### src/design/oepr_pkg.sv
// ----------------------------------------------------------------------------
// oepr_pkg
// Shared types and constants for the opposite edge pair remover.
// ----------------------------------------------------------------------------
package oepr_pkg;

   localparam int MAX_EDGES_DEF   = 64;
   localparam int VERTEX_BITS_DEF = 16;
   localparam int FIELD_W         = 16;
   localparam int POS_W           = 6;

   typedef struct packed {
      logic [FIELD_W-1:0] start_vertex;
      logic [FIELD_W-1:0] end_vertex;
      logic               last_edge;
   } req_type;

   typedef struct packed {
      logic [FIELD_W-1:0] out_start;
      logic [FIELD_W-1:0] out_end;
      logic [POS_W-1:0]   original_position;
      logic               last_result;
      logic               list_empty;
      logic               overflowed;
   } rsp_type;

   // control broadcast from the sequencer to every cell
   typedef struct packed {
      logic shift;
      logic clear;
   } ctl_type;

   typedef enum logic [1:0] {
      ST_LOAD,
      ST_SETTLE,
      ST_DRAIN
   } state_type;

endpackage

### src/design/oepr_cell.sv
// ----------------------------------------------------------------------------
// oepr_cell
// One slot of the edge chain: holds a stored edge and a travelling item.
// ----------------------------------------------------------------------------
module oepr_cell
   import oepr_pkg::*;
#(
   parameter int VTX_W = 16
) (
   input  logic               clock,
   input  logic               reset,
   input  ctl_type            ctl,
   // travelling edge from the previous cell
   input  logic               tok_vld_i,
   input  logic [VTX_W-1:0]   tok_sv_i,
   input  logic [VTX_W-1:0]   tok_ev_i,
   input  logic [POS_W-1:0]   tok_pos_i,
   output logic               tok_vld_o,
   output logic [VTX_W-1:0]   tok_sv_o,
   output logic [VTX_W-1:0]   tok_ev_o,
   output logic [POS_W-1:0]   tok_pos_o,
   // stored edge from the next cell, used while draining
   input  logic               nxt_live_i,
   input  logic [VTX_W-1:0]   nxt_sv_i,
   input  logic [VTX_W-1:0]   nxt_ev_i,
   input  logic [POS_W-1:0]   nxt_pos_i,
   output logic               live_o,
   output logic [VTX_W-1:0]   sv_o,
   output logic [VTX_W-1:0]   ev_o,
   output logic [POS_W-1:0]   pos_o
);

   logic             used_ff, used_in;
   logic             live_ff, live_in;
   logic [VTX_W-1:0] sv_ff, sv_in;
   logic [VTX_W-1:0] ev_ff, ev_in;
   logic [POS_W-1:0] pos_ff, pos_in;
   logic             tokv_ff, tokv_in;
   logic [VTX_W-1:0] toks_ff, toks_in;
   logic [VTX_W-1:0] toke_ff, toke_in;
   logic [POS_W-1:0] tokp_ff, tokp_in;
   logic             hit;
   logic             take;

   always_comb begin
      hit  = tok_vld_i && live_ff && (sv_ff == tok_ev_i) && (ev_ff == tok_sv_i);
      // settle only in a never-used slot so the chain keeps load order
      take = tok_vld_i && !used_ff;

      used_in = used_ff;
      live_in = live_ff;
      sv_in   = sv_ff;
      ev_in   = ev_ff;
      pos_in  = pos_ff;
      tokv_in = 1'b0;
      toks_in = tok_sv_i;
      toke_in = tok_ev_i;
      tokp_in = tok_pos_i;

      if (ctl.clear) begin
         used_in = 1'b0;
         live_in = 1'b0;
      end else if (ctl.shift) begin
         live_in = nxt_live_i;
         sv_in   = nxt_sv_i;
         ev_in   = nxt_ev_i;
         pos_in  = nxt_pos_i;
      end else begin
         if (hit) begin
            live_in = 1'b0;
         end
         if (take) begin
            used_in = 1'b1;
            live_in = 1'b1;
            sv_in   = tok_sv_i;
            ev_in   = tok_ev_i;
            pos_in  = tok_pos_i;
         end
         tokv_in = tok_vld_i && !hit && !take;
      end
   end

   always_ff @(posedge clock) begin
      if (reset) begin
         used_ff <= 1'b0;
         live_ff <= 1'b0;
         tokv_ff <= 1'b0;
      end else begin
         used_ff <= used_in;
         live_ff <= live_in;
         tokv_ff <= tokv_in;
      end
   end

   always_ff @(posedge clock) begin
      sv_ff   <= sv_in;
      ev_ff   <= ev_in;
      pos_ff  <= pos_in;
      toks_ff <= toks_in;
      toke_ff <= toke_in;
      tokp_ff <= tokp_in;
   end

   assign tok_vld_o = tokv_ff;
   assign tok_sv_o  = toks_ff;
   assign tok_ev_o  = toke_ff;
   assign tok_pos_o = tokp_ff;
   assign live_o    = live_ff;
   assign sv_o      = sv_ff;
   assign ev_o      = ev_ff;
   assign pos_o     = pos_ff;

endmodule

### config.mk
export PLATFORM = sky130hd
export DESIGN_NAME = oepr_cell
export DESIGN_NICKNAME = d
export VERILOG_FILES = /design/src/design/oepr_pkg.sv /design/src/design/oepr_cell.sv
export SDC_FILE = /design/constraint.sdc
export NUM_CORES = 1
export LEC_CHECK = 0
export BUFFER_PORTS_ARGS = -buffer_cell sky130_fd_sc_hd__buf_2
export CORE_UTILIZATION = 40
export CTS_BUF_LIST = sky130_fd_sc_hd__clkbuf_4 sky130_fd_sc_hd__clkbuf_8
export CTS_CLUSTER_SIZE = 8
export DETAILED_ROUTE_END_ITERATION = 7
export GPL_ROUTABILITY_DRIVEN = 1
export GPL_TIMING_DRIVEN = 0
export PLACE_DENSITY = 0.72
export SKIP_LAST_GASP = 1
export SYNTH_ARGS = -nofsm -noshare
export SYNTH_HDL_FRONTEND = slang
export SYNTH_SLANG_ARGS = --single-unit
### constraint.sdc
create_clock -name clock -period 3.4 [get_ports clock]
set_input_delay 0.17 -clock clock [delete_from_list [all_inputs] [get_ports clock]]
set_output_delay 0.17 -clock clock [all_outputs]
set_load 0.01 [all_outputs]
==> results of run 1 <==
## kinds of logic after synthesis
group | count (synthesis)
buf+inv | 6
compound gates | 4
mux | 38
flops | 79
simple gates | 19
xor+xnor | 32
## routing by layer
metal  global-route usage [%]  share of wire [%]  wire [um]  vias to the layer above
li1                         -                  -          -                     1054
met1                     23.3                 38       3000                     1035
met2                     38.1                 52       4070                      108
met3                     6.74                7.9        618                       12
met4                     8.18                1.4        106                        0
met5                        0                  0          0                        -
## metrics by stage
stage	setup slack [ps]	power, mW	utilization (%)	instance area, um2
final	1560	2.10	63.9	4360
after global routing	1540	2.17	63.9	4360
after CTS	1620	2.11	63.9	4360
after detailed placement	1490	1.38	55.3	3780
after global placement	-386	1.36	54.8	3740
after floorplan	736	1.23	-	2830
## power by group
| group | leakage (nW) | internal [mW] | switching [mW] |
|---|---|---|---|
| clock | 0.0990 | 0.368 | 0.340 |
| sequential | 0.709 | 1.06 | 0.0234 |
| combinational | 1.06 | 0.164 | 0.139 |
## state kept, by name (all words and copies together) (netlist names)
| name | flops |
|---|---|
| live_o | 1 |
| used_ff | 1 |
| pos_o | 6 |
| ev_o | 16 |
| tok_pos_o | 6 |
| tok_sv_o | 16 |
| sv_o | 16 |
| tok_ev_o | 16 |
| tok_vld_o | 1 |
## final cells by class
| type | instances | area (um2) |
|---|---|---|
| Buffer | 5 | 23.8 |
| Clock buffer | 11 | 145 |
| Clock inverter | 5 | 58.8 |
| Fill cell | 561 | 2470 |
| Inverter | 1 | 3.75 |
| Multi-Input combinational cell | 93 | 851 |
| Sequential cell | 79 | 1960 |
| Tap cell | 96 | 120 |
| Timing Repair Buffer | 197 | 1200 |
## cells in the final DEF, fill, tap and decap left out, types with 2 or more instances in the layout
master	n
nor3_1	3
a21oi_1	2
edfxtp_1	38
nand4_1	7
nor2_1	2
clkinvlp_4	2
nand3_1	2
dlygate4sd3_1	38
mux2_2	38
buf_2	162
clkbuf_8	10
dfxtp_1	41
xnor2_1	32
## how the worst max path moves through the flow
stage | endpoint | slack (ps) | depth (start not counted)
2_1_floorplan | ev_o[0]$_DFFE_PP_ | 740 | 4
3_3_place_gp | pos_o[3]$_DFFE_PP_ | -390 | 4
3_5_place_dp | pos_o[3]$_DFFE_PP_ | 1490 | 5
4_1_cts | live_o$_SDFFE_PP0P_ | 1620 | 7
5_1_grt | tok_vld_o$_SDFF_PP0_ | 1540 | 7
6_report | live_o$_SDFFE_PP0P_ | 1560 | 7
## critical path, cell delays in order
cell           delay [ps]
dlygate4sd3_1         540
buf_2                 140
xnor2_1               190
nand4_1               140
nor4_1                450
a311oi_1              190
a31o_1                250
==> metrics, run 1 <==
status finished, final reports clean; first-pass GRT wire length 11400 um; Syn. warnings 0; diode count 0; Seq/Total Area, Yosys 69.3%; count of different cell masters after synthesis 18; GPL Wtd Cong 0.781; wire per inst 16.0 um; Layout Cells excl Fill 487; Synth area leader edfxtp_1; clk sink count 79; Post-Synth Adder-Cell Area 0%; hold_buf cts 38; clock-pin transition on the worst setup and hold timing paths 80 ps; Worst IR Drop VDD 275 uV; maximum clock rate 545 MHz; Post-Synth Simple-Gate Area 3.80%; period utilization 54.0%; Async S/R FF share, synth 0%; R2R setup slack 1650 ps; Synth Flop Type dfxtp_1; Netlist Area Pre-Place 2830 um2; clock buffer depth 2; Max Cap Violations 0; largest family of logic cells by synthesized area multiplexers; Slew Limit Fails 0; drt via density 4.54; clk root buf clkbuf_8; Area Overhead vs Synth 54.0%; Chip Width 86.2 um; vias 2209; Cell Pwr Density 480 nW/um2; Crit Path Class in2reg; reg2reg path depth 5; Hold EP used_ff$_SDFFE_PP0P_; RSZ-0062 raised after global routing false; Final setup violation count 0; Post-CTS Setup Repair Bufs 0; initial antenna violation count 0; Synth Area in XOR/XNOR 9.89%; final hold violation count 0; normalized max-slew margin 59.6%; final WL 7790 um; Hold Startpoint reset; FF-to-FF End live_o$_SDFFE_PP0P_; final critical-path required period 1840 ps; CTS tree yes; Critical Path RT 3640 ps; Worst-Margin Slew 605 ps; die area 7420 um2; synth cell count leaders dfxtp_1, edfxtp_1, mux2_2, xnor2_1, nand4_1; gr ovfl total 0; layout net count 468; largest net degree at the start of global routing 23; clk_lat worst skew 350 ps; die height 86.2 um; critical path launch point tok_sv_i[5]; Rows 30; CP arrival 2080 ps; crit end category flip-flop; compound-cell area share of the yosys netlist 0.972%; LEAKAGE 1.86 nW; vias in the first global route 2360; top-count cell post-synth dfxtp_1; Detailed Place HPWL 5410 um; CP startpoint kind input pin; EDFF count, synth 38; clk_skew 14.5 ps; # IOs 160; hold slack 26.0 ps; initial core utilization 41.5%; level count of the clock H-tree 3; Syn Nets 260; GRT Overall Usage 21.2%; Routed Antenna Nets 0; CP max FO 3; DRC viols 0; worst reg2reg path startpoint ev_o[5]$_DFFE_PP_; Setup Total Neg Slack 0 ps; Worst Hold Path Cells 2; synthesized instance count 178; Core ar. 6830 um2; port buffer count 158; post-synthesis mux area share 15.1%; synth top area cells edfxtp_1, dfxtp_1, mux2_2; # resized after CTS 0; Yosys reg bits 79; cts bufs inserted 9; post-synth top area share 40.3%; HP Class in2reg; Pre-antenna DRT Iters 4; layout cells sized above 1 56.0%; DRT iter0 DRCs 66; Mean Syn Cell Area 15.9 um2; cell count after placement 433
(Power assumes the default switching activity.)
==> inputs of run 2 (changes only) <==
--- a/config.mk
+++ b/config.mk
@@ -5,6 +5,7 @@
 export SDC_FILE = /design/constraint.sdc
 export NUM_CORES = 1
 export LEC_CHECK = 0
+export ABC_AREA = 1
 export BUFFER_PORTS_ARGS = -buffer_cell sky130_fd_sc_hd__buf_2
 export CORE_UTILIZATION = 40
 export CTS_BUF_LIST = sky130_fd_sc_hd__clkbuf_4 sky130_fd_sc_hd__clkbuf_8
@@ -12,7 +13,7 @@
 export DETAILED_ROUTE_END_ITERATION = 7
 export GPL_ROUTABILITY_DRIVEN = 1
 export GPL_TIMING_DRIVEN = 0
-export PLACE_DENSITY = 0.72
+export PLACE_DENSITY = 0.73
 export SKIP_LAST_GASP = 1
 export SYNTH_ARGS = -nofsm -noshare
 export SYNTH_HDL_FRONTEND = slang
==> constraint.sdc (replaced) <==
create_clock -name clock -period 1.5 [get_ports clock]
set_input_delay 0.075 -clock clock [delete_from_list [all_inputs] [get_ports clock]]
set_output_delay 0.075 -clock clock [all_outputs]
set_load 0.01 [all_outputs]
==> metrics, run 2 <==
status finished, final reports clean; layout cells sized above 1 32.6%; drt via density 4.50; initial antenna violation count 0; Core ar. 7290 um2; final critical-path required period 1360 ps; clk_lat worst skew 350 ps; EDFF count, synth 38; DRC viols 0; multi-input logic area 872 um2; Final setup violation count 0; Crit Path Class reg2reg; vias in the first global route 2839; reg2reg path depth 4; Chip Width 89.1 um; Max Cap Violations 0; clk sink count 79; Worst Hold Path Cells 3; Syn Nets 413; layout net count 641; slowest stage cell on the critical path a21oi_1; top-count cell post-synth nand2_1; crit end category flip-flop; # IOs 160; fillers 635; Synth Flop Type dfxtp_1; largest net degree at the start of global routing 20; LEAKAGE 2.38 nW; met3 Usage GRT 3.88%; level count of the clock H-tree 3; GRT Overall Usage 23.0%; Comb pwr share 16.1%; synthesized instance count 331; Worst IR Drop VDD 532 uV; CP top delay family compound AO/OA/AOI/OAI gates; worst reg2reg path startpoint used_ff$_SDFFE_PP0P_; worst slack at placement -281 ps; first-pass GRT wire length 13100 um; clock buffer depth 2; normalized max-slew margin 59.6%; slowest stage delay, CP 480 ps; die area 7930 um2; GRT busiest layer met2; worst setup margin 139 ps; Sw Pwr 1.22 mW; wire per inst 13.7 um; Pre-antenna DRT Iters 4; vias 2983; initial core utilization 41.6%; clk_skew 11.0 ps; Syn. warnings 0; port buffer count 158; Mean Syn Cell Area 9.16 um2; RSZ-0062 raised after global routing false; CTS tree yes; CP max FO 19; post-synth top area share 37.6%; Reg power frac 52.7%; Hold Startpoint nxt_sv_i[3]; Clk pwr share 31.2%; R2R setup slack 140 ps; maximum clock rate 735 MHz; synth cell count leaders nand2_1, inv_1, dfxtp_1, edfxtp_1, o21ai_0; CP arrival 1460 ps; DRT iter0 DRCs 119; Slew Limit Fails 0; Routed Antenna Nets 0; Detailed Place HPWL 6090 um; period utilization 90.7%; Rows 31; most common cell after layout, fill and taps aside buf_2; Netlist Area Pre-Place 3030 um2; P_int 3.46 mW; Critical Path RT 1600 ps; die height 89.1 um; Area Overhead vs Synth 56.6%; Synth area leader edfxtp_1; gr ovfl total 0; final hold violation count 0; WP buf/inv 2; switching share of power 26.1%; count of different cell masters after synthesis 17; Hold EP sv_o[3]$_DFFE_PP_; clk root buf clkbuf_8; FF-to-FF End ev_o[1]$_DFFE_PP_; global routing usage on met1 25.7%; Worst-Margin Slew 606 ps; routing usage on met2 42.1%; Cell Pwr Density 985 nW/um2; diode count 0; critical path cell sequence inv_1 > a21oi_1 > nor2_4 > buf_12; Seq/Total Area, Yosys 64.7%; clock-pin transition on the worst setup and hold timing paths 80 ps; Yosys reg bits 79; synth top area cells edfxtp_1, dfxtp_1, nand2_1; Final Util 65.1%; GPL Wtd Cong 0.788; most frequent cells in the layout buf_2, nand2_1, dlygate4sd3_1, inv_1, dfxtp_1; CP startpoint kind flip-flop; Reg area 1960 um2; HP Class in2reg; Async S/R FF share, synth 0%; final WL 9070 um; cts bufs inserted 9
run 2: kinds of logic (layout without fill, tap and decap cells):
group | count (synthesis) | count (layout) | synth area share [%]
AND/OR/NAND/NOR | 152 | 153 | 19.3
flip-flops | 79 | 79 | 64.7
buffers and inverters | 55 | 287 | 7.18
AO/OA/AOI/OAI | 34 | 34 | 5.69
XOR/XNOR | 11 | 11 | 3.18
run 2: power by group through the flow:
stage          clock network [mW]  logic [mW]  registers [mW]
3_3_place_gp                    0       0.606            2.51
3_5_place_dp                    0       0.616            2.51
4_1_cts                      1.49       0.736            2.46
2_1_floorplan                   0       0.225            2.57
5_1_grt                      1.58       0.833            2.48
6_report                     1.46       0.754            2.46
run 2: stage by stage:
step | instance area (um2) | power [mW] | cells | hold WS, ps | TNS (ps)
6_report | 4750 | 4.68 | 663 | 17.0 | 0
5_1_grt | 4750 | 4.89 | 663 | 17.3 | 0
4_1_cts | 4710 | 4.69 | 661 | 0.248 | 0
3_5_place_dp | 3960 | 3.13 | 588 | 193 | -10660
3_3_place_gp | 3960 | 3.11 | 588 | 191 | -10620
2_1_floorplan | 3040 | 2.80 | 331 | 103 | 0
run 2: what timing repair did:
item | CTS | global route
setup buffers | 0 | 2
cloned | 1 | 0
endpoints found under the setup margin | 38 | 38
gates resized for setup | 1 | 0
endpoints found under the hold margin | 57 | 0
hold buffers | 56 | 0
pin swaps | 0 | 2
run 2: per-layer routing:
metal	part of all wire, %	vias to the layer above
li1	-	1484
met1	40	1347
met3	6.8	19
met2	51	133
met5	0	-
met4	2.2	0
run 2: worst min-delay path: stages:
cell	delay (ps)
buf_2	80
nand2_1	40
o21ai_0	50
run 2: final cells by class:
cell class,count,area share [%]
multi-input cells,198,18.4
plain buffers,8,0.869
well taps,99,2.61
repair buffers,216,29.3
inverters,47,3.71
clock inverters,5,0.659
flip-flops and latches,79,41.3
clock buffers,11,3.19
run 2: worst max-delay path by stage:
stage	cells after the start	startpoint	slack [ps]	endpoint
2_1_floorplan	3	used_ff$_SDFFE_PP0P_	50	ev_o[0]$_DFFE_PP_
6_report	4	used_ff$_SDFFE_PP0P_	140	ev_o[1]$_DFFE_PP_
3_3_place_gp	3	used_ff$_SDFFE_PP0P_	-280	pos_o[5]$_DFFE_PP_
5_1_grt	8	ev_o[5]$_DFFE_PP_	30	live_o$_SDFFE_PP0P_
3_5_place_dp	3	used_ff$_SDFFE_PP0P_	-280	sv_o[5]$_DFFE_PP_
4_1_cts	3	used_ff$_SDFFE_PP0P_	20	ev_o[7]$_DFFE_PP_
